--- config.mk ---
export PLATFORM = sky130hd
export DESIGN_NAME = c_comment_literal_blanker_top
export DESIGN_NICKNAME = d
export VERILOG_FILES = /design/src/rtl/core/clb_pkg.sv /design/src/rtl/core/clb_scan.sv /design/src/rtl/core/clb_outq.sv /design/src/rtl/core/c_comment_literal_blanker_top.sv
export SDC_FILE = /design/constraint.sdc
export NUM_CORES = 1
export LEC_CHECK = 0
export ABC_AREA = 1
export BUFFER_PORTS_ARGS = -buffer_cell sky130_fd_sc_hd__buf_2
export CAP_MARGIN = 20
export CORE_ASPECT_RATIO = 0.7
export CORE_MARGIN = 4
export CORE_UTILIZATION = 50
export DETAILED_ROUTE_END_ITERATION = 12
export PLACE_DENSITY = 0.76
export SYNTH_ARGS = -nofsm -noshare
export SYNTH_HDL_FRONTEND = slang
export SYNTH_SLANG_ARGS = --single-unit
export TNS_END_PERCENT = 20
--- constraint.sdc ---
create_clock -name clock -period 8.7 [get_ports clock]
set_clock_uncertainty 0.05 [all_clocks]
set_input_delay 0.87 -clock clock [delete_from_list [all_inputs] [get_ports clock]]
set_output_delay 0.87 -clock clock [all_outputs]
set_load 0.005 [all_outputs]
--- src/rtl/core/clb_pkg.sv ---
// clb_pkg: shared types, character codes and scan modes of the comment and literal blanker
// used by clb_scan, clb_outq and c_comment_literal_blanker_top; depends on nothing
`timescale 1ns / 1ps
`default_nettype none

package clb_pkg;

   // result queue depth, at least 2 (one request may push two results)
   localparam int QUEUE_DEPTH = 4;

   localparam logic [7:0] CH_SLASH  = 8'h2F;
   localparam logic [7:0] CH_STAR   = 8'h2A;
   localparam logic [7:0] CH_DQUOTE = 8'h22;
   localparam logic [7:0] CH_SQUOTE = 8'h27;
   localparam logic [7:0] CH_BSLASH = 8'h5C;
   localparam logic [7:0] CH_NL     = 8'h0A;
   localparam logic [7:0] CH_SPACE  = 8'h20;

   typedef enum logic [2:0] {
      MODE_TEXT    = 3'd0,
      MODE_BLOCK   = 3'd1,
      MODE_LINE    = 3'd2,
      MODE_STR     = 3'd3,
      MODE_STR_ESC = 3'd4,
      MODE_CHR     = 3'd5,
      MODE_CHR_ESC = 3'd6
   } mode_type;

   typedef struct packed {
      logic [7:0] data;
      logic       last;
   } entry_type;

   // results of one request: count is 0, 1 or 2
   typedef struct packed {
      logic [1:0] count;
      entry_type  first;
      entry_type  second;
   } push_type;

endpackage

`default_nettype wire

--- src/rtl/core/clb_scan.sv ---
// clb_scan: scan mode and lookahead byte registers with the per-byte blanking logic
// depends on clb_pkg
`timescale 1ns / 1ps
`default_nettype none

module clb_scan (
   input  wire logic              clock,
   input  wire logic              reset,
   input  wire logic              fire,
   input  wire logic [7:0]        in_byte,
   input  wire logic              in_last,
   output clb_pkg::push_type      push
);
   import clb_pkg::*;

   mode_type   mode_ff, mode_in;
   logic       held_valid_ff, held_valid_in;
   logic [7:0] held_byte_ff, held_byte_in;

   logic       done;
   logic       pre_valid;
   logic [7:0] pre_byte;
   logic       main_valid;
   logic [7:0] main_byte;

   // release of a held byte, and whether it finishes the step
   always_comb begin
      pre_valid = held_valid_ff;
      pre_byte  = held_byte_ff;
      done      = 1'b0;
      if (held_valid_ff) begin
         if (mode_ff == MODE_BLOCK) begin
            if (in_byte == CH_SLASH) begin
               pre_byte = CH_STAR;
               done     = 1'b1;
            end else begin
               pre_byte = CH_SPACE;
            end
         end else if (in_byte == CH_STAR || in_byte == CH_SLASH) begin
            done = 1'b1;
         end
      end
   end

   // next state
   always_comb begin
      mode_in       = mode_ff;
      held_valid_in = held_valid_ff;
      held_byte_in  = held_byte_ff;
      if (fire) begin
         held_valid_in = 1'b0;
         if (held_valid_ff && done) begin
            if (mode_ff == MODE_BLOCK) begin
               mode_in = MODE_TEXT;
            end else if (in_byte == CH_STAR) begin
               mode_in = MODE_BLOCK;
            end else begin
               mode_in = MODE_LINE;
            end
         end
         if (!done) begin
            case (mode_ff)
               MODE_BLOCK: begin
                  if (in_byte == CH_STAR && !in_last) begin
                     held_valid_in = 1'b1;
                     held_byte_in  = in_byte;
                  end
               end
               MODE_LINE: begin
                  if (in_byte == CH_NL) mode_in = MODE_TEXT;
               end
               MODE_STR: begin
                  if (in_byte == CH_DQUOTE) begin
                     mode_in = MODE_TEXT;
                  end else if (in_byte == CH_BSLASH) begin
                     mode_in = MODE_STR_ESC;
                  end
               end
               MODE_STR_ESC: mode_in = MODE_STR;
               MODE_CHR: begin
                  if (in_byte == CH_SQUOTE) begin
                     mode_in = MODE_TEXT;
                  end else if (in_byte == CH_BSLASH) begin
                     mode_in = MODE_CHR_ESC;
                  end
               end
               MODE_CHR_ESC: mode_in = MODE_CHR;
               default: begin
                  mode_in = MODE_TEXT;
                  if (in_byte == CH_SLASH && !in_last) begin
                     held_valid_in = 1'b1;
                     held_byte_in  = in_byte;
                  end else if (in_byte == CH_DQUOTE) begin
                     mode_in = MODE_STR;
                  end else if (in_byte == CH_SQUOTE) begin
                     mode_in = MODE_CHR;
                  end
               end
            endcase
         end
         // end of buffer puts the scanner back to its reset state
         if (in_last) begin
            mode_in       = MODE_TEXT;
            held_valid_in = 1'b0;
            held_byte_in  = 8'h00;
         end
      end
   end

   // outputs
   always_comb begin
      main_valid = 1'b0;
      main_byte  = CH_SPACE;
      if (done) begin
         main_valid = 1'b1;
         main_byte  = in_byte;
      end else begin
         case (mode_ff)
            MODE_BLOCK: begin
               if (!(in_byte == CH_STAR && !in_last)) begin
                  main_valid = 1'b1;
                  main_byte  = (in_byte == CH_NL || in_last) ? in_byte : CH_SPACE;
               end
            end
            MODE_LINE: begin
               main_valid = 1'b1;
               main_byte  = (in_byte == CH_NL) ? in_byte : CH_SPACE;
            end
            MODE_STR: begin
               main_valid = 1'b1;
               main_byte  = (in_byte == CH_DQUOTE || in_byte == CH_BSLASH ||
                             in_byte == CH_NL) ? in_byte : CH_SPACE;
            end
            MODE_STR_ESC: begin
               main_valid = 1'b1;
               main_byte  = (in_byte == CH_NL) ? in_byte : CH_SPACE;
            end
            MODE_CHR: begin
               main_valid = 1'b1;
               main_byte  = (in_byte == CH_SQUOTE || in_byte == CH_BSLASH) ?
                            in_byte : CH_SPACE;
            end
            MODE_CHR_ESC: begin
               main_valid = 1'b1;
               main_byte  = CH_SPACE;
            end
            default: begin
               if (!(in_byte == CH_SLASH && !in_last)) begin
                  main_valid = 1'b1;
                  main_byte  = in_byte;
               end
            end
         endcase
      end

      push.count       = fire ? ({1'b0, pre_valid} + {1'b0, main_valid}) : 2'd0;
      push.first.data  = pre_valid ? pre_byte : main_byte;
      push.first.last  = in_last && !(pre_valid && main_valid);
      push.second.data = main_byte;
      push.second.last = in_last;
   end

   always_ff @(posedge clock) begin
      if (reset) begin
         mode_ff       <= MODE_TEXT;
         held_valid_ff <= 1'b0;
         held_byte_ff  <= 8'h00;
      end else begin
         mode_ff       <= mode_in;
         held_valid_ff <= held_valid_in;
         held_byte_ff  <= held_byte_in;
      end
   end

endmodule

`default_nettype wire

--- src/rtl/core/clb_outq.sv ---
// clb_outq: small result queue, two pushes and one pop per cycle
// depends on clb_pkg
`timescale 1ns / 1ps
`default_nettype none

module clb_outq #(
   parameter int DEPTH = clb_pkg::QUEUE_DEPTH
) (
   input  wire logic              clock,
   input  wire logic              reset,
   input  wire clb_pkg::push_type push,
   output logic                   room,
   output logic                   out_valid,
   input  wire logic              out_stall,
   output clb_pkg::entry_type     out_entry
);
   import clb_pkg::*;

   localparam int AW = (DEPTH > 1) ? $clog2(DEPTH) : 1;
   localparam int CW = $clog2(DEPTH + 1);

   entry_type         slot_ff [DEPTH];
   logic [AW-1:0]     wr_ptr_ff, wr_ptr_in;
   logic [AW-1:0]     rd_ptr_ff, rd_ptr_in;
   logic [CW-1:0]     count_ff, count_in;
   logic [AW-1:0]     wr_next;
   logic              pop;

   function automatic logic [AW-1:0] wrap_inc(input logic [AW-1:0] p);
      logic [AW-1:0] r;
      if (p == AW'(DEPTH - 1)) begin
         r = '0;
      end else begin
         r = p + AW'(1);
      end
      return r;
   endfunction

   assign wr_next   = wrap_inc(wr_ptr_ff);
   assign out_valid = (count_ff != '0);
   assign out_entry = slot_ff[rd_ptr_ff];
   assign pop       = out_valid && !out_stall;
   // space for a two-result request, from registered count only
   assign room      = (count_ff <= CW'(DEPTH - 2));

   always_comb begin
      wr_ptr_in = wr_ptr_ff;
      case (push.count)
         2'd1:    wr_ptr_in = wr_next;
         2'd2:    wr_ptr_in = wrap_inc(wr_next);
         default: wr_ptr_in = wr_ptr_ff;
      endcase
      rd_ptr_in = pop ? wrap_inc(rd_ptr_ff) : rd_ptr_ff;
      count_in  = count_ff + CW'(push.count) - CW'(pop);
   end

   always_ff @(posedge clock) begin
      if (push.count != 2'd0) slot_ff[wr_ptr_ff] <= push.first;
      if (push.count == 2'd2) slot_ff[wr_next]   <= push.second;
   end

   always_ff @(posedge clock) begin
      if (reset) begin
         wr_ptr_ff <= '0;
         rd_ptr_ff <= '0;
         count_ff  <= '0;
      end else begin
         wr_ptr_ff <= wr_ptr_in;
         rd_ptr_ff <= rd_ptr_in;
         count_ff  <= count_in;
      end
   end

endmodule

`default_nettype wire

--- src/rtl/core/c_comment_literal_blanker_top.sv ---
// c_comment_literal_blanker_top: top level of the comment and literal blanker
// depends on clb_pkg, clb_scan and clb_outq
`timescale 1ns / 1ps
`default_nettype none

// channel   direction  ports                                    moves
// req       in         req_valid req_stall req_in_byte req_in_last   one source byte
// rsp       out        rsp_valid rsp_stall rsp_out_byte rsp_out_last one output byte
//
// the scanner decides a request's zero, one or two output bytes
// combinationally and writes them into the result queue at the accepting edge
// sustained rate is one request a cycle while req_stall is low; a request releasing
// a held '/' or '*' with its own byte queues two bytes for the single-byte output port
// req_stall rises when the queue cannot take two more results (registered count)
// synchronous reset empties the queue and returns the scanner to text mode

module c_comment_literal_blanker_top #(
   parameter int QUEUE_DEPTH = clb_pkg::QUEUE_DEPTH
) (
   input  wire logic       clock,
   input  wire logic       reset,
   input  wire logic       req_valid,
   output logic            req_stall,
   input  wire logic [7:0] req_in_byte,
   input  wire logic       req_in_last,
   output logic            rsp_valid,
   input  wire logic       rsp_stall,
   output logic [7:0]      rsp_out_byte,
   output logic            rsp_out_last
);
   import clb_pkg::*;

   logic      room;
   logic      fire;
   push_type  push;
   entry_type head;

   // a request is taken whenever the queue has space for two results
   assign req_stall = !room;
   assign fire      = req_valid && room;

   // mode tracking and blanking, one byte per accepted request
   clb_scan u_scan (
      .clock   (clock),
      .reset   (reset),
      .fire    (fire),
      .in_byte (req_in_byte),
      .in_last (req_in_last),
      .push    (push)
   );

   // result registers, parting the request side from the response side
   clb_outq #(
      .DEPTH (QUEUE_DEPTH)
   ) u_outq (
      .clock     (clock),
      .reset     (reset),
      .push      (push),
      .room      (room),
      .out_valid (rsp_valid),
      .out_stall (rsp_stall),
      .out_entry (head)
   );

   assign rsp_out_byte = head.data;
   assign rsp_out_last = head.last;

endmodule

`default_nettype wire

==> impl_results.md, run 1 <==
* Status: complete, no violations
* Sequential element share of the synthesized area at between 40% and 50%
* Yosys cell types at 43
* Crit path from: req_in_byte[4]
* Routed len/inst at 15.41 um
* Core Region at 0.006913 sq mm
* Post-Route WL at around 9.4 mm
* PD cells at 196.7 mW/mm^2
* Num ports at 24
* Die Ht at about 80 um
* Root Buffer: clkbuf_8
* Pre-CTS setup slack at 5.013 ns
* P&R area growth vs syn at 11.50%
* Worst vdd ir at ~120 uV
* Drt via density at ~5.5
* Setup crit end kind: flop
* Post-Syn Instances at 481
* Max-Cap Viols at 0
* CP arrival at 3.43 ns
* Synth Net Count at 510
* Port bufs at 23
* Hold Path Class: flop to flop
* Kind of critical path: primary input to flop
* Detailed Place HPWL at 7.159 mm
* Commonest non-fill, non-tap cell in the layout: nand2_1
* Area after DPL at 0.003864 sq mm
* Hold Startpoint: u_scan.held_byte_ff[2]
* Synthesized area per cell at around 7.6 sq um
* # rows at 25
* Area contributors post-synth: edfxtp_1 (30%), nand2_1 (13%), dfxtp_1 (12%), nand3_1 (7.4%), ha_1 (5.2%)
* Router iterations before antenna repair at 6
* Tmin final at 3.403 ns
* Area share of the largest cell type after synthesis at between 20% and 30%
* Worst Max-Slew Pin Slew at 0.5876 ns
* Number of synthesized register bits at between 50 and 60
* Total negative slack at 0 ns
* Cell Area, Synth at 0.003643 sq mm
* Most frequent cells in the layout: nand2_1 (130), nand3_1 (54), inv_1 (45)
* Vias in the first global route at between 3000 and 4000
* Fin cells at 607
* RSZ-0062 raised after global routing: false
* Met1 usage at 32.31%
* Setup bufs post-CTS at 0
* R2R Setup Slk at ~5.6 ns
* Number of diodes at 0
* Hold Path Stages at 2
* R2R cell count at 13
* CTS tree: yes
* PostCTS Resize Cnt at 0
* First-pass GRT wire length at ~16 mm
* Fmax at 293.9 MHz
* Antenna-violating nets left at 0
* CTS Buf Count at 9
* Clk_lat worst skew at 0.33 ns
* Final hold vios at 0
* Pleak at 1.804 nW
* Gpl congestion at 0.9362
* FF-to-FF End: u_outq.slot_ff[2][5]
* # DRC at 0
* Dpl cells at 591
* Post-route setup slack at 5.297 ns
* GRT Resource Usage Total at a little under a quarter
* Grt ovf at 0
* Hold Buf Count CTS at 0
* Busiest grt layer: met2
* Starting density of the core at 52.71%
* Fin util at between 50% and 60%
* Slew headroom at 60.77%
* Pins Over Slew Limit at 0
* Nets at 537
* Drt initial violations at around 330
* Initial antenna violation count at 0
* Clock buffer depth at 2
* Critical Path RT at between 8 and 9 ns
* Final setup viols at 0
* Final instance area at 0.004063 sq mm
* CTS Sinks at 57
* GR Layer Usage met2 at between 30% and 40%
* R2r startpoint: u_scan.held_valid_ff
* Die Footprint at 0.008739 sq mm
* Layout cell share with drive strength beyond 1 at between 10% and 20%
* Period Utilization, post-route at 39.11%
* Largest net degree at the start of global routing at 20
* H-tree levels at 3
* Synth Warn # at 0
* Startpoint types: primary input
* Worst Hold End: u_scan.held_byte_ff[2]
* Clock transition at path regs at around 0.06 ns
* Area leader, netlist: edfxtp_1
* Worst Path Max Fanout at 12
* Via count at 3340
* GR Layer Usage met3 at 5.335%
* DIE WIDTH at 110.0 um
synth_stat cells (all sizes together):
cell type / instances
ha: 15
o32ai: 1
nor3: 7
nand2: 139
o2111ai: 1
xor2: 1
a31oi: 1
a21oi: 19
o211ai: 1
o21ai: 39
buf: 1
o22ai: 10
o211a: 1
nand4: 3
or2: 3
inv: 58
a32oi: 1
xnor2: 3
nand3b: 1
nor2: 48
dfxtp: 21
clkbuf: 10
fa: 1
edfxtp: 36
a311oi: 1
a21boi: 1
nand3: 58
sequential cells by signal, summed over array words and instances (netlist names), named ones only:
register              cells
u_outq.slot_ff           36
u_scan.mode_ff            3
u_scan.held_valid_ff      1
u_scan.held_byte_ff       8
u_outq.rd_ptr_ff          2
u_outq.wr_ptr_ff          2
u_outq.count_ff           3
layout make-up:
cell class                 count  area [sq um]
inverter                      58         222.7
clock buffer                  13         181.4
clock inverter                 3         17.52
sequential                    57          1501
timing repair buffer          27         145.1
multi-input combinational    355          1877
fill                         648          2850
tap                           94         117.6
per-stage QoR:
| step | hold WS (ns) | power, mW |
|---|---|---|
| global route | 0.4438 | 0.8533 |
| global placement | 0.3874 | 0.5539 |
| floorplan | 0.3766 | 0.4808 |
| detailed placement | 0.4082 | 0.5619 |
| CTS | 0.4175 | 0.8076 |
| finish | 0.4133 | 0.7992 |
worst max path at each step:
| stage | end | slack, ns | cells after the start |
|---|---|---|---|
| 2_1_floorplan | u_outq.slot_ff[2][0] | 5.29 | 17 |
| 3_3_place_gp | u_outq.slot_ff[2][3] | 5.11 | 16 |
| 3_5_place_dp | u_outq.slot_ff[2][4] | 5.01 | 19 |
| 4_1_cts | u_outq.slot_ff[3][7] | 5.37 | 19 |
| 5_1_grt | u_outq.slot_ff[2][7] | 5.06 | 19 |
| 6_report | u_outq.slot_ff[0][5] | 5.30 | 19 |
kinds of logic after synthesis:
kind of cell,share of synthesized area [%]
compound gates,12.12
xor+xnor,0.9617
fa+ha+maj,5.701
buf+inv,7.280
flops,41.21
simple gates,32.73
metal layers:
layer	vias up	part of all wire, %	routed length, um
met5	-	0	0
li1	1656	-	-
met1	1545	46	4323
met2	125	45	4220
met4	0	1.2	108
met3	14	7.5	702
worst max-delay path, stage by stage:
cell,delay [ns]
buf_2,0.12
inv_2,0.07
nand2_1,0.09
nor2_4,0.17
inv_1,0.07
nor2_1,0.16
nand2_1,0.12
nand2_1,0.08
nand2_1,0.05
inv_1,0.07
nand3_1,0.09
ha_1,0.27
nand2_1,0.13
inv_1,0.06
ha_1,0.23
nand2_1,0.34
inv_1,0.24
nand2_1,0.13
nand2_1,0.07
power breakdown:
group | switching (mW) | internal (mW) | total [mW]
Clock | 0.107 | 0.138 | 0.245
Combinational | 0.125 | 0.0817 | 0.206
Sequential | 0.0257 | 0.322 | 0.348
(Power assumes the default switching activity.)
==> inputs of run 2 (changes only) <==
- ABC_AREA: 1 -> 0
- PLACE_DENSITY: 0.76 -> 0.79
- clock period: 8.7 -> 3.1 ns (I/O delays scaled with it)
==> impl_results.md, run 2 <==
* Hold Path Class: primary input to flop
* Post-Syn Instances at 347
* Number of diodes at 0
* Clock share of power at between 30% and 40%
* Crit path from: req_in_byte[4]
* CP arrival at 3.12 ns
* Port bufs at 23
* Pleak at 1.662 nW
* Worst path slowest cell: or4b_4
* Largest Register: u_outq.slot_ff
* Critical path, cell by cell: buf_2 > or4b_4 > o32ai_4 > o21ai_4 > or2_4 > ha_4 > nand2_4 > ha_4 > inv_2 > ha_4 > inv_2 > fa_2 > xnor2_2 > xnor2_1 > nor2_1
* Layout cell share with drive strength beyond 1 at 30.10%
* P&R area growth vs syn at 22.43%
* Worst Max-Slew Pin Slew at 0.6863 ns
* Delay of the slowest critical-path stage at 0.57 ns
* RSZ-0062 raised after global routing: false
* Vias in the first global route at about 2800
* Max-Cap Viols at 0
* H-tree levels at 3
* First-pass GRT wire length at 14.30 mm
* Tmin final at 2.936 ns
* Pins Over Slew Limit at 0
* Num ports at 24
* # fillers at 552
* Combinational Power Share at 26.0%
* Final setup viols at 0
* CTS Buf Count at 9
* Share of power burned in registers at 43.5%
* Die Ht at roughly 78 um
* Gpl congestion at about 0.9
* Commonest non-fill, non-tap cell in the layout: nand2_1
* Slew headroom at a little over half
* Router iterations before antenna repair at 4
* Kind of critical path: primary input to flop
* Setup crit end kind: flop
* CTS Sinks at 57
* Routed len/inst at 17.78 um
* Cell Area, Synth at 0.003458 sq mm
* Prevailing post-synth register cell: edfxtp_1
* Metal2 WL at around 4.0 mm
* Synth Net Count at 376
* Drt initial violations at 249
* PD cells at 525.1 mW/mm^2
* Nets at 426
* Async S/R FF share, synth at 0%
* Pre-CTS setup slack at -0.2782 ns
* Area contributors post-synth: edfxtp_1 (31%), dfxtp_1 (12%), nand2_1 (6.5%), mux4_2 (5.9%), ha_1 (5.4%)
* R2r startpoint: u_scan.mode_ff[2]
* Synthesized area per cell at 9.966 sq um
* Worst Path Max Fanout at 3
* Total negative slack at 0 ns
* Worst path most repeated cell: ha_4
* Max reg flops at 36
* Starting density of the core at 51.42%
* Status: complete, no violations
* Clock buffer depth at 2
* Yosys cell types at 60
* Antenna-violating nets left at 0
* Net Sw Power at 0.6586 mW
* Fmax at 340.6 MHz
* Post-route setup slack at 0.1640 ns
* # rows at 25
* Area leader, netlist: edfxtp_1
* Core Region at 0.006725 sq mm
* Post-synth EDFFs at 36
* Most common cell in the synthesized netlist: nand2_1
* Detailed Place HPWL at 6.720 mm
* Largest net degree at the start of global routing at 25
* Fin util at 62.96%
* Worst vdd ir at approximately 390 uV
* Final Total Pwr at 2.223 mW
* Biggest regs: u_outq.slot_ff (36), u_scan.held_byte_ff (8)
* Period Utilization, post-route at 94.71%
* Final hold vios at 0
* Switching Fraction at 29.62%
* Routed wl met3 at 628 um
* Clock transition at path regs at 0.07 ns
* Area after DPL at 0.004045 sq mm
* Drt via density at 6.000
* Commonest cells post-synth: nand2_1 (60), edfxtp_1 (36), o22ai_1 (22)
* Critical Path RT at roughly 3.3 ns
* Grt ovf at 0
* Routed length on met1 at ~4 mm
* Die Footprint at 0.008332 sq mm
* Final instance area at 0.004234 sq mm
* Sequential element share of the synthesized area at between 40% and 50%
* Via count at ~3000
* # DRC at 0
* Startpoint types: primary input
* Number of synthesized register bits at 57
* Highest metal used: met4
* Area share of the largest cell type after synthesis at 31.26%
* CTS tree: yes
* Initial antenna violation count at 0
* GRT Resource Usage Total at 22.39%
* Synth Warn # at 0
* Post-Route WL at 8.820 mm
* Internal at 1.565 mW
* Root Buffer: clkbuf_8
* Hold Startpoint: reset
* Clk_lat worst skew at 0.34 ns
* DIE WIDTH at 107.4 um
* Most frequent cells in the layout: nand2_1 (51), edfxtp_1 (36), buf_4 (33)
-- run 2: power by group through the flow --
stage	combinational (mW)	clock [mW]	sequential, mW
final	0.578	0.678	0.967
after floorplan	0.413	0	0.944
after global routing	0.640	0.726	0.981
after detailed placement	0.583	0	0.987
after global placement	0.561	0	0.983
after CTS	0.585	0.686	0.971
-- run 2: worst max-delay path: cells and delay by family --
kind | cells | cell delay, ns
buffers and inverters | 3 | 0.20
AO/OA/AOI/OAI | 2 | 0.42
XOR/XNOR | 2 | 0.31
adder cells (fa/ha/maj) | 4 | 0.97
AND/OR/NAND/NOR | 4 | 0.91
-- run 2: path summary, 6_finish.rpt --
kind | to | slack, ns | depth (start not counted)
worst max-delay path | u_outq.count_ff[2] | 0.16 | 15
worst min-delay path | u_outq.count_ff[1] | 0.26 | 2
worst max register to register | u_outq.count_ff[2] | 0.25 | 14
worst min register to register | u_scan.held_byte_ff[3] | 0.42 | 1
-- run 2: layout make-up --
class / instances / area [sq um] / share of cell area, %
clock buffers: 10 / 127.6 / 3.014
clock inverters: 6 / 58.81 / 1.389
inverters: 16 / 60.06 / 1.418
multi-input cells: 252 / 1906 / 45.01
flip-flops and latches: 57 / 1501 / 35.46
well taps: 94 / 117.6 / 2.778
repair buffers: 61 / 462.9 / 10.93
-- run 2: layer usage --
metal | GRT usage [%] | vias up
met2 | 34.02 | 118
met3 | 6.151 | 20
li1 | - | 1415
met4 | 7.566 | 0
met1 | 30.99 | 1423
met5 | 0 | -
-- run 2: what timing repair did --
action,4_1_cts,5_1_grt
gates resized for setup,0,1
buffers inserted,0,0
hold buffers,0,0
endpoints found under the setup margin,0,1
hold endpoints to repair,0,0
-- run 2: through the flow --
step / hold slack [ns] / instances
after global placement: 0.3954 / 480
after detailed placement: 0.4022 / 480
after global routing: 0.2764 / 496
final: 0.2647 / 496
after CTS: 0.2533 / 496
after floorplan: 0.3316 / 347
-- run 2: cells by family (layout without fill, tap and decap cells) --
kind of cell	Yosys count	in the layout	synth area share, %
xor+xnor	3	3	0.7599
simple gates	130	130	19.36
mux	12	12	6.765
compound gates	91	91	18.92
fa+ha+maj	16	16	6.006
flops	57	57	43.42
buf+inv	38	93	4.775
